`config.mk`:
```
export PLATFORM = sky130hd
export DESIGN_NAME = gcd_rot_cell
export DESIGN_NICKNAME = d
export VERILOG_FILES = /design/src/hw/rtl/gcd_pkg.sv /design/src/hw/rtl/gcd_rot_cell.sv
export SDC_FILE = /design/constraint.sdc
export NUM_CORES = 1
export LEC_CHECK = 0
export ABC_AREA = 1
export ABC_CLOCK_PERIOD_IN_PS = 9600
export BUFFER_PORTS_ARGS = -buffer_cell sky130_fd_sc_hd__buf_2
export CORE_MARGIN = 8
export CORE_UTILIZATION = 55
export CTS_BUF_LIST = sky130_fd_sc_hd__clkbuf_4 sky130_fd_sc_hd__clkbuf_8
export DETAILED_ROUTE_END_ITERATION = 10
export GPL_ROUTABILITY_DRIVEN = 1
export PLACE_DENSITY_LB_ADDON = 0.15
export SETUP_SLACK_MARGIN = 0.2
export SLEW_MARGIN = 20
export SYNTH_ARGS = -nofsm -noshare
export SYNTH_HDL_FRONTEND = slang
export SYNTH_SLANG_ARGS = --single-unit
```
`constraint.sdc`:
```
create_clock -name clk -period 9.6 [get_ports clk]
set_clock_uncertainty 0.15 [all_clocks]
set_input_delay 1.92 -clock clk [delete_from_list [all_inputs] [get_ports clk]]
set_output_delay 1.92 -clock clk [all_outputs]
set_load 0.02 [all_outputs]
```
`src/hw/rtl/gcd_pkg.sv`:
```
// Shared constants and the arctangent table for the great-circle distance pipeline.
`default_nettype none
package gcd_pkg;
	localparam int XW = 34;
	localparam int SQW = 61;
	localparam int SQRT_STEPS = 31;
	localparam int LANES = 4;
	localparam longint Q30_ONE = 64'sd1073741824;
	localparam longint Q30_PI = 64'sd3373259426;
	localparam longint Q30_HALF_PI = 64'sd1686629713;
	localparam logic signed [XW-1:0] Q30_GAIN = 34'sd652032874;
	localparam logic signed [31:0] DEG2RAD_Q36 = 32'sd1199381129;
	localparam logic [25:0] DIST_MAX = 26'h3ffffff;
	localparam logic [15:0] RADIUS_RST = 16'd6371;

	function automatic longint atan_q30(input int i);
		longint r;
		case (i)
			0: r = 843314857;
			1: r = 497837829;
			2: r = 263043837;
			3: r = 133525159;
			4: r = 67021687;
			5: r = 33543516;
			6: r = 16775851;
			7: r = 8388437;
			8: r = 4194283;
			9: r = 2097149;
			10: r = 1048576;
			11: r = 524288;
			12: r = 262144;
			13: r = 131072;
			14: r = 65536;
			15: r = 32768;
			16: r = 16384;
			17: r = 8192;
			18: r = 4096;
			19: r = 2048;
			20: r = 1024;
			21: r = 512;
			22: r = 256;
			23: r = 128;
			24: r = 64;
			25: r = 32;
			26: r = 16;
			27: r = 8;
			28: r = 4;
			29: r = 2;
			30: r = 1;
			31: r = 1;
			default: r = 0;
		endcase
		return r;
	endfunction
endpackage
`default_nettype wire

```
`src/hw/rtl/gcd_rot_cell.sv`:
```
// One rotation-mode CORDIC cell of the sine/cosine chain.
`default_nettype none
module gcd_rot_cell #(
	parameter int STAGE = 0,
	parameter int ZW = 34
) (
	input  logic                         clk,
	input  logic signed [gcd_pkg::XW-1:0] x_i,
	input  logic signed [gcd_pkg::XW-1:0] y_i,
	input  logic signed [ZW-1:0]          z_i,
	input  logic                         neg_i,
	output logic signed [gcd_pkg::XW-1:0] x_q,
	output logic signed [gcd_pkg::XW-1:0] y_q,
	output logic signed [ZW-1:0]          z_q,
	output logic                         neg_q
);
	import gcd_pkg::*;

	localparam logic signed [ZW-1:0] ANG = ZW'(atan_q30(STAGE));

	always_ff @(posedge clk) begin
		neg_q <= neg_i;
		if (!z_i[ZW-1]) begin
			x_q <= x_i - (y_i >>> STAGE);
			y_q <= y_i + (x_i >>> STAGE);
			z_q <= z_i - ANG;
		end else begin
			x_q <= x_i + (y_i >>> STAGE);
			y_q <= y_i - (x_i >>> STAGE);
			z_q <= z_i + ANG;
		end
	end
endmodule
`default_nettype wire

```
# After elaboration in Yosys (flattened, before gate mapping)
# Index checks and enable logic that the tools add are counted.
# totals
reg_bits,103
out_inout_bits,103
# classes
n_addsub,5
muxes,3
# ops
op,n
2-to-1 mux 34 bit,3
subtractor 34 bit,2
"adder 34 x 31 -> 34 bit, second input constant",1
adder 34 bit,1
"subtractor 34 x 31 -> 34 bit, second input constant",1

# Longest topological paths before layout
# logic_depth
depth_word,2
mapped_depth,18

# Least setup slack after synthesis
# No wires, ideal clock.
# synth_timing
path_kind,in2reg
start,in z_i[33]
end,reg z_q[25]
setup_time_ns,0.112
t_arrival_ns,4.089
t_required_ns,9.338
path_slack_ns,5.248
stages,15
path_cell_list,clkbuf_1 -> clkinv_1 -> clkbuf_1 -> buf_2 -> ha_1 -> a21oi_1 -> o21ai_0 -> nor2_1 -> o21ai_1 -> nand2_1 -> nand2_1 -> nand2_1 -> nand2_1 -> nand2_1 -> nand2_1
# synth_between
elab_chain_len,1
# synth_rtl
element,line_no,source
start: declaration,gcd_rot_cell.sv:10,"input logic signed [ZW-1:0] z_i,"
2-to-1 mux 34 bit,gcd_rot_cell.sv:23,if (!z_i[ZW-1]) begin
end signal: assignment,gcd_rot_cell.sv:26,z_q <= z_i - ANG;
end signal: assignment,gcd_rot_cell.sv:30,z_q <= z_i + ANG;
end: declaration,gcd_rot_cell.sv:14,"output logic signed [ZW-1:0] z_q,"
# No other way between the ends.

# Worst setup path after layout
# layout_timing
start,in z_i[33]
end,reg z_q[32]
# The elaborated chain is that of the path after synthesis.

==> flow_summary.ini <==
[route]
ant_nets = 0
wirelength_um = 39190
viasPerCell = 5.621
drt_iter0_drc = 887
drc = 0
wl_per_cell_um = 17.29
vias = 12743
drt_first_pass_iters = 6

[sta]
fmax_mhz = 212.5
tightest_slew_ns = 0.9693
hold_viol_final = 0
tns_ns = 0
period_share_pct = 49.01
maxSlewViolCount = 0
layout_min_cycle_time_ns = 4.705
relSlewSlack_pct = 35.38
whs_ns = 1.461
rsz0062_at_grt = false
setup_violations = 0

[critical_path]
crit_required_ns = 9.76
critPathArrivalTime_ns = 4.87
crit_fanout = 78
crit_path_start_kind = input port
end_kind = flop
path_cells = buf_2, buf_4, inv_2, ha_1, nand2_1, o21ai_0, a21oi_1, o21ai_0, nand3_1, nand3_1, nand2_1
worstSetupPathType = in2reg
slowest_delay_ns = 0.72
slowest_stage = buf_4

[yosys]
synth_area_leaders = dfxtp_1 18%, nand2_1 16%, ha_1 15%, inv_1 7.9%, a21oi_1 7.5%
synth_edf_count = 0
synthTopCellsByCount = 477 x nand2_1, 236 x inv_1, 167 x a21oi_1
ys_seq_area_share_pct = 18.28
yosysTopAreaCellShare_pct = 18.28
synth_cells = 1817
netlist_area_um2 = 11170
synth_ff_type = dfxtp_1
syn_area_per_cell_um2 = 6.147
synth_cell_types = 46
syn_nets = 2057
synth.ff_latch_count = 102
synthArstFlopShare_pct = 0
synth.most_common_cell = nand2_1
ys_warn_count = 0
synth.largest_area_cell = dfxtp_1

[flow_run]
drv_cap = 0

[global_routing]
gr-total-overflow = 0
grt_max_degree = 79
antenna_found_initial = 0
grt_pass1_vias = 12232
grt_pass1_wl_um = 60700
grt_util_all_layers_pct = 30.63

[clock_network]
postCtsHoldBufs = 0
cts_sinks = 102
cts_setup_buffers = 0
clk_pin_slew_ns = 0.11
cts_made_buffers = 9
ctsRootBufferMaster = clkbuf_8
post_cts_resized = 0
cts.path.max_buffers = 2
cts_tree = yes
htreeDepth = 3

[place]
gp_congestion = 0.9711
dpl.hpwl_um = 32540
port_buffers = 206

[layout]
fin_nets = 2232
n_antenna_cell = 0
drive_gt1_share_pct = 13.97
areaGrowthSynthToFinish_pct = 11.49

[min_path]
min_from = neg_i
hp-class = in2reg
hold_end = neg_q$_DFF_P_
min_path_cells = 1

[floorplanning]
die_h_um = 158.5
die-area_um2 = 25120
rows = 52
coreArea_um2 = 20100
fp.dieW_um = 158.5
top_level_ports = 207
start_util_pct = 55.55

[status]
outcome = finished clean

[power_and_ir_drop]
power.density_nw_per_um2 = 133.1
peakVddDrop_v = 0.00007844
leakage_nw = 6.682
## kinds of logic after synthesis
family / synth area share [%]
compound gates: 18.01
xor+xnor: 4.000
fa+ha+maj: 15.51
buf+inv: 10.83
flops: 18.28
mux: 0.2689
simple gates: 33.09
## worst max-delay path: cells and delay by family
family / cells / cell delay (ns)
buf+inv: 3 / 1.18
compound gates: 3 / 0.77
fa+ha+maj: 1 / 0.52
simple gates: 4 / 0.45
## sequential cells by signal, summed over array words and instances (netlist names)
name and count:
z_q 34, neg_q 1, x_q 33, y_q 34
## final cells by class
class                      count  area [µm²]
clock buffer                   9       123.9
clock inverter                 7       67.56
fill                        2004        7652
inverter                     244       918.4
multi-input combinational   1427        7916
sequential                   102        2042
tap                          270       337.8
timing repair buffer         208        1046
## metal layers
| layer | global-route usage (%) | routed length (µm) | up-vias |
|---|---|---|---|
| li1 | - | - | 6273 |
| met1 | 38.07 | 16590 | 5818 |
| met2 | 53.42 | 18230 | 580 |
| met3 | 4.180 | 3430 | 72 |
| met4 | 10.10 | 937 | 0 |
| met5 | 0 | 0 | - |
## cells in the final DEF (no fill, tap or decap), types with 19 or more instances in the layout
cell type	netlist	routed
nand4_1	19	19
a21oi_1	167	167
xor2_1	40	40
nand2_1	477	477
dfxtp_1	102	102
nand3_1	154	154
nor3_1	24	24
ha_1	132	132
o21ai_0	105	105
inv_1	236	236
nor2_1	160	160
buf_2	11	206
## power breakdown
part / internal (mW) / switching [mW] / total [mW]
clock: 0.101 / 0.190 / 0.291
sequential: 0.506 / 0.0250 / 0.531
combinational: 0.263 / 0.572 / 0.835
## how the worst max path moves through the flow
stage             from               to  slack (ns)  cells after the start
6_report       z_i[33]  z_q[32]$_DFF_P_        4.89                     11
4_1_cts        z_i[33]  z_q[32]$_DFF_P_        4.89                     11
3_5_place_dp   z_i[33]  z_q[32]$_DFF_P_        4.45                     11
5_1_grt        z_i[33]  z_q[24]$_DFF_P_        4.70                     10
2_1_floorplan  z_i[33]  z_q[25]$_DFF_P_        5.25                     15
3_3_place_gp   z_i[33]  z_q[32]$_DFF_P_        4.50                     11
## per-stage QoR
step	cells	cell area [µm²]	setup WS [ns]	power, mW	utilization (%)
after global placement	2251	12260	4.501	1.353	60.98
after global routing	2267	12450	4.699	1.762	61.94
final	2267	12450	4.895	1.658	61.94
after floorplan	1817	11170	5.248	1.100	-
after CTS	2267	12450	4.887	1.654	61.94
after detailed placement	2251	12260	4.449	1.362	60.98
(Power assumes the default switching activity.)
