## src/hw/rtl/gcd_pkg.sv

```systemverilog
// Shared constants and the arctangent table for the great-circle distance pipeline.
`default_nettype none
package gcd_pkg;
	localparam int XW = 34;
	localparam int SQW = 61;
	localparam int SQRT_STEPS = 31;
	localparam int LANES = 4;
	localparam longint Q30_ONE = 64'sd1073741824;
	localparam longint Q30_PI = 64'sd3373259426;
	localparam longint Q30_HALF_PI = 64'sd1686629713;
	localparam logic signed [XW-1:0] Q30_GAIN = 34'sd652032874;
	localparam logic signed [31:0] DEG2RAD_Q36 = 32'sd1199381129;
	localparam logic [25:0] DIST_MAX = 26'h3ffffff;
	localparam logic [15:0] RADIUS_RST = 16'd6371;

	function automatic longint atan_q30(input int i);
		longint r;
		case (i)
			0: r = 843314857;
			1: r = 497837829;
			2: r = 263043837;
			3: r = 133525159;
			4: r = 67021687;
			5: r = 33543516;
			6: r = 16775851;
			7: r = 8388437;
			8: r = 4194283;
			9: r = 2097149;
			10: r = 1048576;
			11: r = 524288;
			12: r = 262144;
			13: r = 131072;
			14: r = 65536;
			15: r = 32768;
			16: r = 16384;
			17: r = 8192;
			18: r = 4096;
			19: r = 2048;
			20: r = 1024;
			21: r = 512;
			22: r = 256;
			23: r = 128;
			24: r = 64;
			25: r = 32;
			26: r = 16;
			27: r = 8;
			28: r = 4;
			29: r = 2;
			30: r = 1;
			31: r = 1;
			default: r = 0;
		endcase
		return r;
	endfunction
endpackage
`default_nettype wire

```

## src/hw/rtl/gcd_sqrt_cell.sv

```systemverilog
// One digit step of the pipelined integer square root.
`default_nettype none
module gcd_sqrt_cell #(
	parameter int K = 0
) (
	input  logic                     clk,
	input  logic [gcd_pkg::SQW-1:0] v_i,
	input  logic [gcd_pkg::SQW-1:0] r_i,
	output logic [gcd_pkg::SQW-1:0] v_q,
	output logic [gcd_pkg::SQW-1:0] r_q
);
	import gcd_pkg::*;

	localparam logic [SQW:0] BIT = (SQW+1)'(1) << (SQW - 1 - 2 * K);

	logic [SQW:0] sum;
	assign sum = {1'b0, r_i} + BIT;

	always_ff @(posedge clk) begin
		if ({1'b0, v_i} >= sum) begin
			v_q <= v_i - sum[SQW-1:0];
			r_q <= (r_i >> 1) + BIT[SQW-1:0];
		end else begin
			v_q <= v_i;
			r_q <= r_i >> 1;
		end
	end
endmodule
`default_nettype wire

```

## config.mk

```make
export PLATFORM = sky130hd
export DESIGN_NAME = gcd_sqrt_cell
export DESIGN_NICKNAME = d
export VERILOG_FILES = /design/src/hw/rtl/gcd_pkg.sv /design/src/hw/rtl/gcd_sqrt_cell.sv
export SDC_FILE = /design/constraint.sdc
export NUM_CORES = 1
export LEC_CHECK = 0
export ABC_CLOCK_PERIOD_IN_PS = 3550
export BUFFER_PORTS_ARGS = -buffer_cell sky130_fd_sc_hd__buf_2
export CAP_MARGIN = 20
export CORE_ASPECT_RATIO = 1.75
export CORE_MARGIN = 3
export CORE_UTILIZATION = 42
export DETAILED_ROUTE_END_ITERATION = 16
export PLACE_DENSITY = 0.69
export SYNTH_ARGS = -nofsm -noshare
export SYNTH_HDL_FRONTEND = slang
export SYNTH_SLANG_ARGS = --single-unit
```

## constraint.sdc

```tcl
create_clock -name clk -period 3.55 [get_ports clk]
set_input_delay 0.1775 -clock clk [delete_from_list [all_inputs] [get_ports clk]]
set_output_delay 0.1775 -clock clk [all_outputs]
set_load 0.03 [all_outputs]
```

# Word-level counts from Yosys, hierarchy flattened

Cells that the tools add are included.

Logic and storage cells: 9
Input bits: 123
Latch bits: 0
Memory bits (writable): 0
ROM bits: 0
Bits in registers: 122
Output and inout bits: 122
Memories: 0

Magnitude comparators: 1
Equal/unequal tests: 0
Add/sub/neg operators: 3
Multiply operators: 0
Divide/modulo/power cells: 0
Shift-type cells: 0
Reduce and logical (&&, ||, !) cells: 0
Bitwise gates (word level): 0
Multiplexer cells: 2

Operators with widths:

| kind                   | number |
|---|---|
| $add 61x61->62 const B | 1 |
| $ge 61x62->1           | 1 |
| $add 60x61->61 const B | 1 |
| $mux 61                | 1 |
| $sub 61x61->61         | 1 |
| $mux 60                | 1 |

# Longest topological paths before layout

Gate-level depths: netlist of run 1.

Depth in word-level cells: 3
Mapped depth: 14
Depth with buffers taken out: 13

# Least setup slack after synthesis of run 1

OpenSTA, ideal clock, no wires.

Kind: input to register
From: input v_i[0] (netlist name)
To: register v_q[10] (netlist name)
Required time: 3.429 ns
Slack: 0.600 ns
Path buffers: 1
Arrival: 2.829 ns
Stages: 14
Library setup time: 0.121 ns
Cell sequence: inv_1 > ha_1 > inv_1 > fa_1 > a21oi_1 > o211ai_1 > a21oi_1 > a2111oi_4 > nor4_2 > o31ai_2 > a21oi_2 > o21ai_4 > buf_6 > mux2_4

Cells in the longest elaborated chain, start to end: 2
Elaborated cells on any way between the ends: 3
Those cells by class: add/sub: 1; order compare: 1; mux: 1

RTL lines:

| element                                               | line                                     | text |
|---|---|---|
| start: declaration                                    | gcd_sqrt_cell.sv:7                       | `input logic [gcd_pkg::SQW-1:0] v_i,` |
| $sub 61x61->61 / $ge 61x62->1 (equally long branches) | gcd_sqrt_cell.sv:21, gcd_sqrt_cell.sv:20 |  |
| $mux 61 *                                             | gcd_sqrt_cell.sv:20                      | `if ({1'b0, v_i} >= sum) begin` |
| end signal: assignment                                | gcd_sqrt_cell.sv:21                      | `v_q <= v_i - sum[SQW-1:0];` |
| end signal: assignment                                | gcd_sqrt_cell.sv:24                      | `v_q <= v_i;` |
| end: declaration                                      | gcd_sqrt_cell.sv:9                       | `output logic [gcd_pkg::SQW-1:0] v_q,` |

Every way passes the cells marked *; elsewhere a longest branch is shown, timed or not.
A chain may end at the register's enable or synchronous reset.

# Worst setup path in the final report of run 1

From: input v_i[25] (netlist name)
To: register v_q[17] (netlist name)

Cells in the longest elaborated chain, start to end: 2

RTL lines:

| element      | line |
|---|---|
| $ge 61x62->1 | gcd_sqrt_cell.sv:20 |
| $mux 61      | gcd_sqrt_cell.sv:20 |

No other way between the ends.

==> reports/metrics.cfg, run 1 <==
[cells_and_area]
fillers = 1438
regArea_um2 = 2440
syn2layout_area_growth_pct = 44.0
multiInputGateArea_um2 = 4590
finalNonFillerCells = 1445
antenna_cells = 0
drive_above_1_share = 0.315
stdcell_area_um2 = 10800
nets = 1387

[worst_setup_path]
cp_num_cells = 14
end_kind = flip-flop
critical-path-top-delay-family = buffers and inverters
cp_slowest_stage_delay_ns = 0.54
cp.arrival_ns = 3.73
worstPathMaxFanout = 8
crit_buf_inv = 4
crit_path_start_kind = primary input
crit_slowest_cell = dlygate4sd3_1
crit_required_ns = 3.87
path_cells = dlygate4sd3_1, buf_2, ha_2, and3_4, nand4_1, or2_4, a2111oi_4, nor4_2, o31ai_2, a21oi_2, o21ai_4, buf_12, clkbuf_16, mux2_4
path_class = primary input to flip-flop

[sta]
min_period_ns = 3.41
relSlewSlack = 0.573
setup_slack_ns = 0.139
rsz0062_at_grt = no
hold_violations = 0
max_freq_ghz = 0.293
worst_pin_slew_ns = 0.636
timing.final.crit_share = 0.961
tns_ns = 0
slew_viol_final = 0
setup_viol = 0

[clock_tree]
h-tree-depth = 4
path_clk_slew_ns = 0.06
cts_root_buffer = clkbuf_16
clk_path_buf_depth = 2
cts.sinks = 122
tritoncts = yes
cts_buffers = 17

[status]
status = finished clean

[route]
drc = 0
drtIter0Drc = 265
routedWlPerCell_um = 16.5
drtAntennaViolNets = 0
wl_um = 23900
dr_total_vias = 7435
via_per_inst = 5.15
first_pass_iters = 5

[power_and_ir_drop]
power_w = 0.00479
irDropWorstVdd_v = 0.000272
p_leak_nw = 5.29
power.density_nw_per_um2 = 443

[placed_design]
dpl.hpwl_um = 17800
gp_congestion = 0.870
dp_slack_ns = 0.133
placed_area_um2 = 9030
place_inst = 1300
port-buffer-count = 244

[min_path]
whs_path_depth = 2
min_path_type = primary input to flip-flop

[floorplanning]
die_h_um = 183
num_rows = 64
initial_core_util = 0.428
dieWidth_um = 107
core_um2 = 17500
die-area_um2 = 19600
io_pins = 245

[yosys]
synth-compound-area-share = 0.194
synthArstFlopShare = 0
synthFlopType = dfxtp_1
synth_edf_count = 0
synth-xor-area-share = 0.0618
ys_ff_latch = 122
synth-seq-area-share = 0.325
syn-num-nets = 1024
synth_top_cells_by_area = dfxtp_1 (33%), mux2_4 (11%), ha_1 (10%), a21oi_1 (5.2%), inv_1 (4.4%)
synth_top_family_by_area = compound AO/OA/AOI/OAI gates
ys_types = 64
ys_warn_count = 0
synth.top_cell.area_share = 0.325
post_synth.cell_area_avg_um2 = 8.96
yosysMostFrequentCell = dfxtp_1
synth_largest_area_cell = dfxtp_1
mappedNetlistArea_um2 = 7510
synth_adder_area_share = 0.106
synthCells = 838
synthMuxAreaShare = 0.121
synth_common_cells = dfxtp_1 (122), inv_1 (88), a21oi_1 (78)
yosys.area_share.simple = 0.123

[global_route]
grt_antenna_before_repair = 0
grt_use_total = 0.237
grt_pass1_vias = 7780
grt_pass1_wl_um = 37000
grt_max_degree = 32
grt_overflow_total = 0

[job]
max_cap_violations = 0

## flip-flops by register name (all words and copies together), names as in the netlist
register,flops
r_q,61
v_q,61
## worst paths after layout
| path | start | end | slack, ns |
|---|---|---|---|
| setup / recovery | v_i[25] | v_q[17] | 0.14 |
| hold / removal | v_i[31] | v_q[31] | 0.008 |
## where the power goes
group	internal (W)	leakage (nW)	total (W)	switching [W]
Sequential	0.00150	1.03	0.00154	0.0000325
Combinational	0.000698	4.00	0.00163	0.000934
Clock	0.000991	0.264	0.00162	0.000632
Total	0.00319	5.29	0.00479	0.00160
## layer usage
metal	routed length, um	up-vias	track usage	share of wire
met5	0	-	0	0
met4	943	0	0.113	0.039
met3	1150	65	0.0483	0.048
met2	13300	244	0.465	0.56
met1	8470	3449	0.228	0.35
li1	-	3677	-	-
## area by class of cell
type,count,area share
Clock inverter,8,0.00648
Timing Repair Buffer,381,0.242
Multi-Input combinational cell,591,0.425
Clock buffer,24,0.0436
Sequential cell,122,0.226
Tap cell,231,0.0267
Inverter,88,0.0306
## metrics by stage
step	hold slack, ns	util
after CTS	0.000386	0.606
after floorplan	0.205	-
after global routing	0.00754	0.616
after detailed placement	0.294	0.515
after global placement	0.294	0.515
final	0.00777	0.616
## what timing repair did
| item | CTS | global route |
|---|---|---|
| endpoints found under the setup margin | 0 | 59 |
| endpoints found under the hold margin | 106 | 0 |
| buffers inserted | 0 | 2 |
| resized for setup | 0 | 12 |
| hold buffers | 106 | 0 |
## cell families (layout without fill, tap and decap cells)
group	after synthesis	count (layout)
AO/OA/AOI/OAI	224	224
buffers and inverters	125	501
flip-flops	122	122
multiplexers	62	62
XOR/XNOR	53	53
AND/OR/NAND/NOR	189	189
adder cells (fa/ha/maj)	63	63
## layout by cell type, fill, tap and decap left out, types with 6 or more instances in the layout
cell type	Yosys	final
buf_2	0	244
ha_1	62	60
xor2_1	20	20
dfxtp_1	122	122
o21ai_0	36	36
a21o_1	20	20
a31oi_1	10	10
a21oi_1	78	77
nand2_1	59	59
clkbuf_16	0	20
nor2_1	37	37
o21bai_1	18	18
buf_4	1	23
xnor2_1	33	33
nand3_1	18	18
o21a_1	8	8
dlygate4sd3_1	0	106
nand4_1	22	22
inv_1	88	88
a21boi_0	6	6
nor3_1	15	14
mux2_4	57	57
and3_1	8	7
nor2b_1	6	6
(Power assumes the default switching activity.)
==> inputs of run 2 (changes only) <==
MAX_ROUTING_LAYER = met4   (was default)
==> reports/metrics.cfg, run 2 (synthesis results as in run 1) <==
[status]
status = finished clean

[route]
dr_total_vias = 7469
via_per_inst = 5.17
first_pass_iters = 5
drtIter0Drc = 218
drtAntennaViolNets = 0
wl_um = 24800
drc = 0
routedWlPerCell_um = 17.2

[cells_and_area]
mostFrequentLayoutCell = buf_2
final_cell_mix = buf_2 (244), dfxtp_1 (122), dlygate4sd3_1 (102), inv_1 (88), a21oi_1 (76)
nets = 1386
syn2layout_area_growth_pct = 44.7
reg_top3 = r_q x61, v_q x61
drive_above_1_share = 0.323
finalNonFillerCells = 1445
fin_util = 0.620

[clock_tree]
cts_buffers = 17
cts_root_buffer = clkbuf_16
tritoncts = yes
clk_path_buf_depth = 2
path_clk_slew_ns = 0.06
cts.sinks = 122
h-tree-depth = 4

[global_route]
grt_pass1_wl_um = 37800
grt_max_degree = 32
grt_pass1_vias = 7954
grt_use_total = 0.250
grt_overflow_total = 0
grt_antenna_before_repair = 1

[worst_setup_path]
path_cells = dlygate4sd3_1, buf_2, inv_1, ha_2, and3_4, nand4_1, or2_4, a2111oi_4, nor4_4, o31ai_4, a21oi_2, o21ai_4, buf_12, clkbuf_16, mux2_4
worstPathMaxFanout = 8
crit_slowest_cell = dlygate4sd3_1
cp_slowest_stage_delay_ns = 0.53
cp.arrival_ns = 3.73
path_class = primary input to flip-flop
end_kind = flip-flop
crit_required_ns = 3.86
crit_path_start_kind = primary input

[sta]
worst_pin_slew_ns = 0.603
hold_violations = 0
slew_viol_final = 0
relSlewSlack = 0.594
setup_viol = 0
min_period_ns = 3.42
tns_ns = 0
timing.final.crit_share = 0.962
max_freq_ghz = 0.293
setup_slack_ns = 0.135

[floorplanning]
core_um2 = 17500
dieWidth_um = 107
die-area_um2 = 19600
die_h_um = 183
num_rows = 64
io_pins = 245
initial_core_util = 0.428

[power_and_ir_drop]
power_w = 0.00489
irDropWorstVdd_v = 0.000263
p_leak_nw = 5.31
power.density_nw_per_um2 = 450

[placed_design]
gp_congestion = 0.884
place_inst = 1301
port-buffer-count = 244
dp_slack_ns = 0.142
dpl.hpwl_um = 18000

[job]
max_cap_violations = 0

[min_path]
whs_path_depth = 2
min_path_type = primary input to flip-flop

[run 2: cell types whose count changed in the layout (fill, tap and decap cells not counted), sizes merged, moves of 2 or more]
cell / previous run / this run
clkbuf: 27 / 25
buf: 272 / 275
diode: 0 / 2
dlygate4sd3: 106 / 102
[run 2: repair_timing]
action,CTS,global route
buffers inserted,0,4
resized for setup,0,21
endpoints found under the hold margin,102,0
hold buffers,102,0
setup endpoints to repair,0,60
[run 2: worst max-delay path, delay by kind of cell]
family,cells,cell delay (ns)
buffers and inverters,5,1.04
AO/OA/AOI/OAI,4,0.98
AND/OR/NAND/NOR,4,0.82
adder cells (fa/ha/maj),1,0.39
multiplexers,1,0.30
[run 2: final cells by class]
type,count,area [um^2]
well taps,231,289
clock inverters,9,97.6
clock buffers,22,464
diodes,2,5.00
flip-flops and latches,122,2440
repair buffers,380,2600
inverters,88,330
fillers,1477,6670
multi-input cells,591,4630
[run 2: through the flow]
step,area (um^2),hold slack (ns)
after floorplan,7510,0.205
after global placement,9040,0.294
after detailed placement,9040,0.294
after CTS,10600,0.000325
after global routing,10900,0.00685
final,10900,0.00851
[run 2: where the power goes]
group / total (W) / switching [W] / leakage [nW] / internal [W]
clock: 0.00169 / 0.000637 / 0.279 / 0.00106
sequential: 0.00154 / 0.0000332 / 1.03 / 0.00150
combinational: 0.00166 / 0.000952 / 4.00 / 0.000706
total: 0.00489 / 0.00162 / 5.31 / 0.00327
[run 2: routing by layer]
metal,up-vias,GRT usage,share of wire
li1,3674,-,-
met5,-,-,0
met2,239,0.477,0.57
met4,0,0.123,0.041
met3,69,0.0387,0.038
met1,3487,0.237,0.36
[run 2: worst paths after layout]
| kind | from | end | slack (ns) |
|---|---|---|---|
| max | r_i[25] | v_q[2] | 0.13 |
| min | v_i[10] | v_q[10] | 0.009 |
==> inputs of run 3 (changes only) <==
RECOVER_POWER = 25   (was default)
SKIP_LAST_GASP = 1   (was default)
==> reports/metrics.cfg, run 3 (synthesis results as in run 1) <==
[cells_and_area]
stdcell_area_um2 = 10800
fillers = 1495
nets = 1386
mostFrequentLayoutCell = buf_2
fin_util = 0.617
reg_top3 = r_q x61, v_q x61
syn2layout_area_growth_pct = 44.1
drive_above_1_share = 0.290
final_cell_mix = buf_2 (202), dfxtp_1 (122), dlygate4sd3_1 (102), inv_1 (88), a21oi_1 (76)

[power_and_ir_drop]
p_leak_nw = 5.20
pwr-share-clk = 0.347
p_comb_frac = 0.338
intPower_w = 0.00326
p_switching_w = 0.00162
seqPwrFrac = 0.315
sw_frac_of_total = 0.332
power.density_nw_per_um2 = 452
irDropWorstVdd_v = 0.000264

[route]
wl_um = 24800
via_per_inst = 5.18
routedWlPerCell_um = 17.2
drtIter0Drc = 218
first_pass_iters = 4
dr_total_vias = 7474
drtAntennaViolNets = 0
drc = 0

[placed_design]
dpl.hpwl_um = 18000
placed_area_um2 = 9040
port-buffer-count = 244
gp_congestion = 0.884

[worst_setup_path]
worstPathMaxFanout = 8
crit_path_start_kind = primary input
end_kind = flip-flop
cp.arrival_ns = 3.72
path_class = primary input to flip-flop
crit_required_ns = 3.86

[global_route]
grt_pass1_wl_um = 37800
grt_overflow_total = 0
grt_max_degree = 32
grt_antenna_before_repair = 1
grt_use_total = 0.250
grt_pass1_vias = 7954

[sta]
slew_viol_final = 0
hold_violations = 0
min_period_ns = 3.41
worst_pin_slew_ns = 0.603
timing.final.crit_share = 0.961
relSlewSlack = 0.594
setup_viol = 0
max_freq_ghz = 0.293

[floorplanning]
initial_core_util = 0.428
dieWidth_um = 107
die-area_um2 = 19600
num_rows = 64
core_um2 = 17500
die_h_um = 183
io_pins = 245

[job]
max_cap_violations = 0

[clock_tree]
cts.sinks = 122
clk_path_buf_depth = 2
cts_root_buffer = clkbuf_16
path_clk_slew_ns = 0.05
cts_buffers = 17
tritoncts = yes
h-tree-depth = 4

[min_path]
min_path_type = primary input to flip-flop

[status]
status = finished clean

==> run 3: changes by cell type in the layout (fill, tap and decap cells not counted) <==
cell      previous run  this run
buf_2              244       202
clkbuf_2             0         3
clkbuf_1             3        42
diode_2              2         1
==> run 3: area by class of cell <==
cell class / count / area, um^2 / share of cell area
antenna: 1 / 2.50 / 0.000231
clock buffer: 22 / 464 / 0.0429
clock inverter: 9 / 97.6 / 0.00903
inverter: 88 / 330 / 0.0305
multi-input combinational: 591 / 4630 / 0.428
sequential: 122 / 2440 / 0.226
tap: 231 / 289 / 0.0267
timing repair buffer: 380 / 2550 / 0.236
==> run 3: power groups by stage <==
stage / logic, W / registers (W) / clock network [W]
finish: 0.00165 / 0.00154 / 0.00169
global route: 0.00178 / 0.00154 / 0.00177
CTS: 0.00159 / 0.00153 / 0.00172
detailed placement: 0.00149 / 0.00156 / 0
global placement: 0.00148 / 0.00156 / 0
floorplan: 0.000784 / 0.00184 / 0
==> run 3: what timing repair did <==
action,in CTS,in global routing
setup buffers,0,4
resized for setup,0,21
hold endpoints to repair,102,0
hold buffers,102,0
endpoints found under the setup margin,0,60
==> run 3: worst paths after layout <==
| kind | startpoint | endpoint | slack (ns) | cells past startpoint |
|---|---|---|---|---|
| max | r_i[25] | v_q[2] | 0.14 | 15 |
| min | v_i[25] | v_q[25] | 0.009 | 2 |
==> run 3: stage by stage <==
stage | total power, W | TNS (ns) | worst slack (ns) | hold slack (ns) | instances
3_3_place_gp | 0.00304 | 0 | 0.256 | 0.294 | 1301
6_report | 0.00488 | 0 | 0.137 | 0.00924 | 1444
5_1_grt | 0.00509 | -0.885 | -0.0326 | 0.00685 | 1444
2_1_floorplan | 0.00262 | 0 | 0.600 | 0.205 | 838
4_1_cts | 0.00484 | 0 | 0.0141 | 0.000325 | 1434
3_5_place_dp | 0.00305 | 0 | 0.142 | 0.294 | 1301
==> run 3: critical path, cell delays in order <==
cell           delay [ns]
dlygate4sd3_1        0.53
buf_2                0.11
inv_1                0.04
ha_2                 0.39
and3_4               0.23
nand4_1              0.17
or2_4                0.31
a2111oi_4            0.33
nor4_4               0.11
o31ai_4              0.30
a21oi_2              0.12
o21ai_4              0.23
buf_12               0.18
clkbuf_16            0.18
mux2_4               0.30
==> run 3: routing by layer <==
layer	share of wire	GRT usage
met5	0	-
met4	0.041	0.123
met3	0.037	0.0387
met1	0.35	0.237
met2	0.57	0.477
