$ cat config.mk
export PLATFORM = sky130hd
export DESIGN_NAME = gcd_vec_cell
export DESIGN_NICKNAME = d
export VERILOG_FILES = /design/src/hw/rtl/gcd_pkg.sv /design/src/hw/rtl/gcd_vec_cell.sv
export SDC_FILE = /design/constraint.sdc
export NUM_CORES = 1
export LEC_CHECK = 0
export BUFFER_PORTS_ARGS = -buffer_cell sky130_fd_sc_hd__buf_2
export CORE_AREA = 5 5 170 172
export CTS_BUF_LIST = sky130_fd_sc_hd__clkbuf_8
export DETAILED_ROUTE_END_ITERATION = 7
export DIE_AREA = 0 0 175 177
export MAX_ROUTING_LAYER = met4
export PLACE_DENSITY = 0.6
export SETUP_SLACK_MARGIN = 0.2
export SLEW_MARGIN = 20
export SYNTH_ARGS = -nofsm -noshare
export SYNTH_HDL_FRONTEND = slang
export SYNTH_SLANG_ARGS = --single-unit
$ cat constraint.sdc
create_clock -name clk -period 9.05 [get_ports clk]
set_input_delay 1.81 -clock clk [delete_from_list [all_inputs] [get_ports clk]]
set_output_delay 1.81 -clock clk [all_outputs]
set_load 0.05 [all_outputs]
$ cat src/hw/rtl/gcd_pkg.sv
// Shared constants and the arctangent table for the great-circle distance pipeline.
`default_nettype none
package gcd_pkg;
	localparam int XW = 34;
	localparam int SQW = 61;
	localparam int SQRT_STEPS = 31;
	localparam int LANES = 4;
	localparam longint Q30_ONE = 64'sd1073741824;
	localparam longint Q30_PI = 64'sd3373259426;
	localparam longint Q30_HALF_PI = 64'sd1686629713;
	localparam logic signed [XW-1:0] Q30_GAIN = 34'sd652032874;
	localparam logic signed [31:0] DEG2RAD_Q36 = 32'sd1199381129;
	localparam logic [25:0] DIST_MAX = 26'h3ffffff;
	localparam logic [15:0] RADIUS_RST = 16'd6371;

	function automatic longint atan_q30(input int i);
		longint r;
		case (i)
			0: r = 843314857;
			1: r = 497837829;
			2: r = 263043837;
			3: r = 133525159;
			4: r = 67021687;
			5: r = 33543516;
			6: r = 16775851;
			7: r = 8388437;
			8: r = 4194283;
			9: r = 2097149;
			10: r = 1048576;
			11: r = 524288;
			12: r = 262144;
			13: r = 131072;
			14: r = 65536;
			15: r = 32768;
			16: r = 16384;
			17: r = 8192;
			18: r = 4096;
			19: r = 2048;
			20: r = 1024;
			21: r = 512;
			22: r = 256;
			23: r = 128;
			24: r = 64;
			25: r = 32;
			26: r = 16;
			27: r = 8;
			28: r = 4;
			29: r = 2;
			30: r = 1;
			31: r = 1;
			default: r = 0;
		endcase
		return r;
	endfunction
endpackage
`default_nettype wire

$ cat src/hw/rtl/gcd_vec_cell.sv
// One vectoring-mode CORDIC cell of the central-angle chain.
`default_nettype none
module gcd_vec_cell #(
	parameter int STAGE = 0
) (
	input  logic                         clk,
	input  logic signed [gcd_pkg::XW-1:0] x_i,
	input  logic signed [gcd_pkg::XW-1:0] y_i,
	input  logic signed [gcd_pkg::XW-1:0] z_i,
	output logic signed [gcd_pkg::XW-1:0] x_q,
	output logic signed [gcd_pkg::XW-1:0] y_q,
	output logic signed [gcd_pkg::XW-1:0] z_q
);
	import gcd_pkg::*;

	localparam logic signed [XW-1:0] ANG = XW'(atan_q30(STAGE));

	always_ff @(posedge clk) begin
		if (!y_i[XW-1]) begin
			x_q <= x_i + (y_i >>> STAGE);
			y_q <= y_i - (x_i >>> STAGE);
			z_q <= z_i + ANG;
		end else begin
			x_q <= x_i - (y_i >>> STAGE);
			y_q <= y_i + (x_i >>> STAGE);
			z_q <= z_i - ANG;
		end
	end
endmodule
`default_nettype wire

=== Word level (Yosys, flattened, before mapping) ===
Cells that the tools add are included.

* $add $sub $neg: 5
* Muxes and demuxes: 3

{| class="wikitable"
|+ Operators by type and width
! operator !! count
|-
| two-way mux 34 bit || 3
|-
| subtractor 34 bit || 2
|-
| adder 34 x 31 -> 34 bit (second input constant) || 1
|-
| adder 34 bit || 1
|-
| subtractor 34 x 31 -> 34 bit (second input constant) || 1
|}

* Register bits: 102
* Input port bits: 103
* Output and inout port bits: 102

=== Logic depth before layout (Yosys ltp) ===
Gate-level depths: netlist of run 1.

* Depth after elaboration: 2
* Mapped depth: 13
* Gate-level depth less buffers: 11

=== Worst setup path before layout of run 1 ===
OpenSTA, ideal clock, no wires.

* Kind: input-to-reg
* Start: in y_i[33] (netlist bit)
* End: reg z_q[32] (netlist bit)
* Arrival time: 4.897 ns
* Slack: 4.023 ns
* Stages: 13
* Path buffers: 3
* Cells stage by stage: clkbuf_1 clkinv_1 clkbuf_1 buf_1 ha_1 and3_1 a221oi_2 o2111ai_1 nand3_1 nand3_1 a41o_1 a2111oi_2 a211oi_1

* Word-level cells in the longest chain between the ends: 1

{| class="wikitable"
|+ RTL lines
! element !! line !! source
|-
| start, declared || gcd_vec_cell.sv:8 || <nowiki>input logic signed [gcd_pkg::XW-1:0] y_i,</nowiki>
|-
| two-way mux 34 bit || gcd_vec_cell.sv:19 || <nowiki>if (!y_i[XW-1]) begin</nowiki>
|-
| end signal, assigned || gcd_vec_cell.sv:22 || <nowiki>z_q <= z_i + ANG;</nowiki>
|-
| end signal, assigned || gcd_vec_cell.sv:26 || <nowiki>z_q <= z_i - ANG;</nowiki>
|-
| end, declared || gcd_vec_cell.sv:12 || <nowiki>output logic signed [gcd_pkg::XW-1:0] z_q</nowiki>
|}

No other way between the ends.

=== Worst setup path in the final report of run 1 ===
Same ends and word-level chain as after synthesis.

==> run_results.csv, run 1 <==
group,metric,value,unit
power,power.static_leakage,5.221,nW
clock_tree,h-tree-depth,3,
layout,final_nets,1684,
synthesis,synth_sequential_area_ratio,20.40,%
synthesis,postSynthRegisterBits,101,
timing,relSlewSlack,48.68,%
detailed_routing,routed_wire_length_per_instance,18.22,um
clock_tree,clock_tree.root_cell,"clkbuf_8",
synthesis,synth_enable_flop_cells,0,
clock_tree,hold_buffers,0,
detailed_routing,detail-route-antenna-nets,0,
global_route,gr_util_all_layers,21.37,%
flow_run,max_cap_violations,0,
global_route,wire_length_of_the_first_global_routing_pass,52260,um
detailed_routing,drt_wl_total,32720,um
worst_setup_path,required,9.34,ns
global_route,grt_pass1_vias,9840,
global_route,grt_antenna_before_repair,0,
worst_setup_path,cpPeakStageDelay,0.63,ns
power,report.power.total,1.983,mW
clock_tree,sink_count,101,
synthesis,synth.top_cell.area_share,20.40,%
place,place_worst_setup_slack,3.575,ns
place,io_buffers,204,
timing,maxClockFrequency,199.5,MHz
timing,setup_viol_count_final,0,
place,gpl.final_weighted_congestion,0.9292,
detailed_routing,drc,0,
synthesis,post_synth_inst_count,1277,
clock_tree,tritoncts,"yes",
floorplan,floorplan.initialDensity,36.28,%
timing,slew_viol_final,0,
synthesis,syn_area_per_cell,7.763,um^2
worst_setup_path,critical_path_arrival,5.30,ns
power,power.ir.vdd_worst,0.1428,mV
worst_setup_path,slowest_stage,"buf_4",
synthesis,post_synth_main_area_contributors,"dfxtp_1 (20%), ha_1 (17%), a21oi_1 (7.7%)",
timing,hold-worst-slack,1.624,ns
synthesis,synth_area_leader_cell,"dfxtp_1",
synthesis,async_reset_ff_share,0,%
layout,layoutNonFillerInstCount,1796,
global_route,grt.overflow.total,0,
detailed_routing,routed_via_density,5.538,
layout,antenna_cells,0,
timing,rsz0062_at_grt,"false",
layout,area_overhead_vs_synth,14.29,%
synthesis,ys_warn_count,0,
timing,period_minus_slack,5.013,ns
timing,worst-slew-pin-transition,0.7618,ns
power,powerDensity,175.0,nW/um^2
timing,post-route-worst-setup-slack,4.037,ns
worst_setup_path,cp-end-kind,"flip-flop",
hold_path,min-delay-path-class,"input port to flip-flop",
synthesis,synth.mux.area_fraction,0.8078,%
clock_tree,numCtsBuffers,9,
detailed_routing,drt_first_pass_iters,5,
clock_tree,path_clk_slew,0.12,ns
worst_setup_path,crit_type,"input port to flip-flop",
clock_tree,postCtsResizedCells,0,
worst_setup_path,critical_path.cell_chain,"buf_4 > buf_4 > ha_1 > a21o_1 > a221oi_2 > o2111ai_1 > nand3_1 > nand3_1 > a41o_1 > a2111oi_2 > a211oi_1",
timing,timing.final.crit_share,55.39,%
place,placed_cells_incl_taps,1781,
synthesis,synth_nets,1515,
worst_setup_path,worstPathMaxFanout,62,
floorplan,num_rows,61,
floorplan,num_io_pins,205,
synthesis,synth_compound_gate_area_share,30.17,%
clock_tree,cts_post_setup_buffers_inserted,0,
synthesis,synth_top_family_by_area,"compound AO/OA/AOI/OAI gates",
status,outcome,"complete, no violations",
worst_setup_path,worst_setup_path_start_kind,"input port",
layout,final_layout_size_suffix_gt1_share,18.41,%
synthesis,synthFlopType,"dfxtp_1",
detailed_routing,dr_total_vias,9947,
floorplan,die_w,175,um
floorplan,core_area,27320,um^2
clock_tree,cts_max_path_buffers,2,
timing,setup-tns-final,0,ns
floorplan,die-height,177,um
place,detailedPlacementHpwl,26390,um
synthesis,cell_area_after_synthesis,9913,um^2
synthesis,netlist-cell-type-count,91,
synthesis,synth.top_cells.by_count,"a21oi_1 (152), ha_1 (131), inv_1 (112), dfxtp_1 (101), nor2_1 (97)",
timing,final-hold-violation-count,0,
floorplan,floorplan.die_area,30980,um^2
synthesis,post_synth_fa_ha_maj_area_fraction,17.34,%
synthesis,post-synth-top-count-cell,"a21oi_1",
synthesis,yosys.area_share.simple,15.98,%
synthesis,synthXorXnorAreaFrac,8.393,%
detailed_routing,drt-initial-drc-count,824,
global_route,maximum_number_of_pins_on_one_net_before_global_route_repair,63,
## cell families after synthesis
| kind of cell | Yosys count |
|---|---|
| compound gates | 458 |
| xor+xnor | 95 |
| fa+ha+maj | 135 |
| buf+inv | 166 |
| flops | 101 |
| mux | 8 |
| simple gates | 314 |
## placed cells by master, fill, tap and decap left out, types with 13 or more instances in the layout
cell type / synthesis / final
o21ai_0: 95 / 95
nor3_1: 21 / 21
dfxtp_1: 101 / 101
a21oi_1: 152 / 152
a211oi_1: 16 / 16
nand3_1: 31 / 31
inv_1: 112 / 113
ha_1: 131 / 131
o21a_1: 15 / 15
nand4_1: 17 / 17
nor2_1: 97 / 97
xor2_1: 16 / 16
o21bai_1: 28 / 28
o211ai_1: 13 / 13
nand2_1: 65 / 65
a21o_1: 26 / 26
buf_2: 20 / 203
xnor2_1: 79 / 79
nor2b_1: 22 / 22
## state kept, by name, summed over array words and instances, names as in the netlist
name,cells
x_q,34
z_q,34
y_q,33
## routing by layer
layer | vias up | GRT usage, % | routed length, um
met5 | - | - | 0
met4 | 0 | 5.827 | 784
met3 | 58 | 3.076 | 1894
met2 | 386 | 33.01 | 14420
met1 | 4614 | 29.41 | 15630
li1 | 4889 | - | -
## worst paths after layout
check / start / endpoint / slack [ns] / cells past startpoint
min: z_i[0] / z_q[0] / 1.62 / 2
max: y_i[33] / z_q[32] / 4.04 / 11
## area by class of cell
| class | count | area (um^2) |
|---|---|---|
| timing repair buffer | 206 | 1039 |
| sequential | 101 | 2022 |
| fill | 2879 | 15990 |
| multi-input combinational | 1010 | 7206 |
| inverter | 118 | 442.9 |
| tap | 346 | 432.9 |
| clock inverter | 6 | 63.81 |
| clock buffer | 9 | 123.9 |
## power breakdown
group	total [mW]	internal [mW]	switching [mW]
clock	0.305	0.127	0.178
sequential	0.577	0.550	0.0269
combinational	1.10	0.307	0.793
total	1.98	0.984	0.998
## critical path: cells and delay by family
kind | cells | cell delay [ns]
AO/OA/AOI/OAI | 6 | 1.61
adder cells (fa/ha/maj) | 1 | 0.40
buffers and inverters | 2 | 1.12
AND/OR/NAND/NOR | 2 | 0.31
## stage by stage
step                      area [um^2]  utilization (%)
after floorplan                  9913                -
after global placement          11140            40.78
after detailed placement        11140            40.78
after CTS                       11330            41.46
after global routing            11330            41.46
final                           11330            41.46
(Power assumes the default switching activity.)
==> inputs of run 2 (changes only) <==
PLACE_DENSITY = 0.62   (was 0.6)
clock period = 4.04 ns   (was 9.05 ns; I/O delays follow)
==> run_results.csv, run 2 (same netlist as run 1, synthesis figures left out) <==
group,metric,value,unit
global_route,maximum_number_of_pins_on_one_net_before_global_route_repair,77,
timing,final-hold-violation-count,0,
power,power.static_leakage,5.306,nW
clock_tree,h-tree-depth,3,
floorplan,core_area,27320,um^2
timing,relSlewSlack,44.53,%
power,power.clock.fraction,15.3,%
detailed_routing,detail-route-antenna-nets,0,
worst_setup_path,crit_type,"input port to flip-flop",
timing,post-route-worst-setup-slack,0.8156,ns
timing,rsz0062_at_grt,"false",
detailed_routing,routed_wire_length_per_instance,18.46,um
clock_tree,postCtsResizedCells,0,
timing,timing.final.crit_share,79.81,%
layout,reg.largest.list,"x_q (34), z_q (34), y_q (33)",
power,power.combinational.fraction,55.8,%
worst_setup_path,worst_setup_path_start_kind,"input port",
place,gpl.final_weighted_congestion,0.9783,
clock_tree,cts_max_path_buffers,2,
timing,maxClockFrequency,310.1,MHz
global_route,grt.overflow.total,0,
detailed_routing,drc,0,
layout,nFillCells,2892,
timing,period_minus_slack,3.224,ns
layout,antenna_cells,0,
place,detailedPlacementHpwl,27340,um
clock_tree,tritoncts,"yes",
detailed_routing,drt_wl_total,33470,um
timing,setup_viol_count_final,0,
worst_setup_path,worstPathMaxFanout,13,
worst_setup_path,required,4.34,ns
clock_tree,clock_tree.root_cell,"clkbuf_8",
floorplan,num_rows,61,
global_route,wire_length_of_the_first_global_routing_pass,52480,um
power,power.share.sequential,29.0,%
place,io_buffers,204,
clock_tree,path_clk_slew,0.11,ns
clock_tree,cts_post_setup_buffers_inserted,0,
detailed_routing,dr_total_vias,10030,
power,power.ir.vdd_worst,0.2687,mV
global_route,grt_antenna_before_repair,0,
floorplan,floorplan.initialDensity,36.28,%
clock_tree,hold_buffers,0,
floorplan,die-height,177,um
floorplan,die_w,175,um
power,power.switching_fraction,50.26,%
layout,area_overhead_vs_synth,15.59,%
detailed_routing,drt_first_pass_iters,6,
power,pint,2.222,mW
power,powerDensity,389.9,nW/um^2
global_route,grt_pass1_vias,9706,
hold_path,min-delay-path-class,"input port to flip-flop",
timing,worst-slew-pin-transition,0.8321,ns
layout,final_layout_size_suffix_gt1_share,19.36,%
timing,slew_viol_final,0,
clock_tree,numCtsBuffers,9,
layout,mostFrequentLayoutCell,"buf_2",
timing,setup-tns-final,0,ns
timing,hold-worst-slack,0.6091,ns
layout,final_nets,1701,
flow_run,max_cap_violations,0,
worst_setup_path,critical_path_arrival,3.53,ns
detailed_routing,routed_via_density,5.534,
global_route,gr_util_all_layers,21.55,%
hold_path,holdPathEnd,"x_q[33]",
floorplan,floorplan.die_area,30980,um^2
power,netSwitchingPower,2.245,mW
hold_path,min_from,"x_i[33]",
layout,layout_common_cells,"buf_2 (203), a21oi_1 (152), ha_1 (131)",
layout,fin_util,41.94,%
hold_path,whs_path_depth,2,
floorplan,num_io_pins,205,
clock_tree,sink_count,101,
detailed_routing,drt-initial-drc-count,980,
worst_setup_path,cp-end-kind,"flip-flop",
status,outcome,"complete, no violations",
place,place_worst_setup_slack,0.3979,ns
==> run 2: layout make-up <==
| type | instances | area (um^2) | share of cell area, % |
|---|---|---|---|
| multi-input combinational | 1010 | 7206 | 62.88 |
| sequential | 101 | 2022 | 17.65 |
| timing repair buffer | 223 | 1166 | 10.18 |
| inverter | 118 | 442.9 | 3.865 |
| tap | 346 | 432.9 | 3.778 |
| clock buffer | 9 | 123.9 | 1.081 |
| clock inverter | 6 | 65.06 | 0.5678 |
==> run 2: stage by stage <==
step / cells / instance area, um^2 / total power, mW
floorplan: 1277 / 9915 / 3.160
global placement: 1798 / 11270 / 3.797
detailed placement: 1798 / 11270 / 3.796
CTS: 1813 / 11460 / 4.496
global route: 1813 / 11460 / 4.727
finish: 1813 / 11460 / 4.467
==> run 2: worst max path at each step <==
stage | from | end | slack (ns) | cells after the start
floorplan | y_i[33] | z_q[32] | 0.34 | 13
global placement | x_i[15] | y_q[32] | 0.47 | 11
detailed placement | y_i[33] | z_q[32] | 0.40 | 11
CTS | y_i[33] | z_q[32] | 0.84 | 11
global route | x_i[14] | y_q[26] | 0.61 | 11
finish | x_i[15] | x_q[23] | 0.82 | 11
==> run 2: critical path: stages <==
cell and delay (ns):
buf_2 0.12, inv_1 0.05, ha_1 0.62, nor2_1 0.17, a2111oi_4 0.48, a32oi_2 0.21, nor2_1 0.18, a21oi_2 0.11
a21boi_2 0.37, o21ai_0 0.17, xnor2_1 0.23
==> run 2: layer usage <==
metal | wire (um) | GRT usage [%] | up-vias
li1 | - | - | 4926
met1 | 15540 | 29.28 | 4652
met2 | 15290 | 34.87 | 414
met3 | 2211 | 2.927 | 42
met4 | 431 | 3.863 | 0
met5 | 0 | - | -
==> run 2: power groups by stage <==
stage,sequential (mW),combinational (mW),clock (mW)
5_1_grt,1.32,2.65,0.753
3_5_place_dp,1.32,2.48,0
2_1_floorplan,2.15,1.01,0
3_3_place_gp,1.32,2.48,0
6_report,1.29,2.49,0.682
4_1_cts,1.30,2.49,0.711
==> inputs of run 3 (changes only) <==
PLACE_DENSITY = 0.6   (was 0.62)
clock period = 3.2 ns   (was 4.04 ns; I/O delays follow)
==> run_results.csv, run 3 (same netlist as run 1, synthesis figures left out) <==
group,metric,value,unit
status,outcome,"complete, no violations",
layout,total_non_filler_cell_area_in_the_finished_layout,12670,um^2
timing,maxClockFrequency,350.3,MHz
worst_setup_path,worstPathMaxFanout,5,
timing,rsz0062_at_grt,"false",
hold_path,whs_path_depth,2,
detailed_routing,routed_via_density,5.382,
worst_setup_path,critical_path_depth,11,
worst_setup_path,critical_path_buf_inv_count,2,
place,gpl.final_weighted_congestion,0.9520,
clock_tree,tritoncts,"yes",
clock_tree,h-tree-depth,3,
floorplan,num_rows,61,
clock_tree,cts_post_setup_buffers_inserted,0,
worst_setup_path,slowest_stage,"a2111o_1",
floorplan,floorplan.initialDensity,36.28,%
timing,timing.final.crit_share,89.22,%
clock_tree,clock_tree.root_cell,"clkbuf_8",
power,report.power.total,5.995,mW
worst_setup_path,cpPeakStageDelay,0.43,ns
detailed_routing,drt-initial-drc-count,878,
worst_setup_path,crit_path_most_repeated_cell,"a2111o_1",
worst_setup_path,cp-end-kind,"flip-flop",
flow_run,max_cap_violations,0,
floorplan,die_w,175,um
worst_setup_path,critical_path_arrival,3.15,ns
global_route,grt_antenna_before_repair,0,
layout,layout_common_cells,"buf_2 (203), buf_4 (163), a21oi_1 (152)",
timing,setup-tns-final,0,ns
clock_tree,cts_max_path_buffers,2,
detailed_routing,routed_wire_length_per_instance,17.83,um
hold_path,min-delay-path-class,"input port to flip-flop",
timing,setup_viol_count_final,0,
worst_setup_path,crit_end,"y_q[31]",
global_route,gr_util_all_layers,22.39,%
worst_setup_path,crit_type,"input port to flip-flop",
clock_tree,path_clk_slew,0.12,ns
detailed_routing,detail-route-antenna-nets,0,
timing,post-route-worst-setup-slack,0.3449,ns
timing,relSlewSlack,51.62,%
place,io_buffers,204,
clock_tree,numCtsBuffers,9,
layout,nFillCells,2818,
power,power.ir.vdd_worst,0.3066,mV
layout,final_nets,1845,
detailed_routing,drc,0,
global_route,maximum_number_of_pins_on_one_net_before_global_route_repair,63,
worst_setup_path,path_delay_family,"compound AO/OA/AOI/OAI gates",
global_route,grt_pass1_vias,10210,
timing,slew_viol_final,0,
floorplan,die-height,177,um
layout,antenna_cells,0,
power,power.static_leakage,6.023,nW
layout,reg.largest.list,"x_q (34), z_q (34), y_q (33)",
worst_setup_path,required,3.50,ns
floorplan,num_io_pins,205,
global_route,wire_length_of_the_first_global_routing_pass,54190,um
layout,area_overhead_vs_synth,27.79,%
timing,worst-slew-pin-transition,0.7196,ns
worst_setup_path,critical_path.cell_chain,"buf_2 > inv_1 > ha_1 > nor2b_1 > o21ai_2 > nand4b_1 > and2_4 > a2111o_1 > a2111o_1 > o211a_1 > xor2_1",
clock_tree,hold_buffers,0,
floorplan,floorplan.die_area,30980,um^2
clock_tree,sink_count,101,
timing,period_minus_slack,2.855,ns
layout,fin_util,46.36,%
timing,final-hold-violation-count,0,
place,place_worst_setup_slack,-0.1359,ns
place,placed_area,12440,um^2
layout,mostFrequentLayoutCell,"buf_2",
floorplan,core_area,27320,um^2
place,detailedPlacementHpwl,28800,um
power,powerDensity,473.2,nW/um^2
worst_setup_path,worst_setup_path_start_kind,"input port",
layout,final_layout_size_suffix_gt1_share,27.17,%
detailed_routing,dr_total_vias,10540,
clock_tree,postCtsResizedCells,0,
detailed_routing,drt_first_pass_iters,7,
detailed_routing,drt_wl_total,34900,um
global_route,grt.overflow.total,0,
worst_setup_path,worstSetupStartpoint,"x_i[1]",
## run 3: per-stage QoR
step	hold slack (ns)	instances
floorplan	0.6965	1277
global placement	0.8394	1942
detailed placement	0.8389	1942
CTS	0.4232	1958
global route	0.4410	1958
finish	0.4341	1958
## run 3: cell type report
cell class              instances  area (um^2)  area share, %
well taps                     346        432.9          3.417
repair buffers                367         2260          17.84
clock buffers                  10        137.6          1.086
multi-input cells            1010         7291          57.55
inverters                     118        447.9          3.536
flip-flops and latches        101         2022          15.96
clock inverters                 6        77.57         0.6123
## run 3: metal layers
metal	part of all wire (%)	wire length [um]	track usage (%)
met5	0	0	-
met2	45	15840	35.86
met1	47	16270	30.24
met3	6.1	2140	3.098
met4	1.9	647	5.106
## run 3: worst min path at each step
stage,start,end,slack [ns]
3_5_place_dp,z_i[0],z_q[0],0.84
5_1_grt,z_i[0],z_q[0],0.44
6_report,z_i[0],z_q[0],0.43
2_1_floorplan,z_i[0],z_q[0],0.70
3_3_place_gp,z_i[0],z_q[0],0.84
4_1_cts,z_i[0],z_q[0],0.42
## run 3: where the power goes
group	internal, mW	switching [mW]	total (mW)
combinational	1.10	2.32	3.42
sequential	1.55	0.0740	1.63
clock	0.399	0.550	0.949
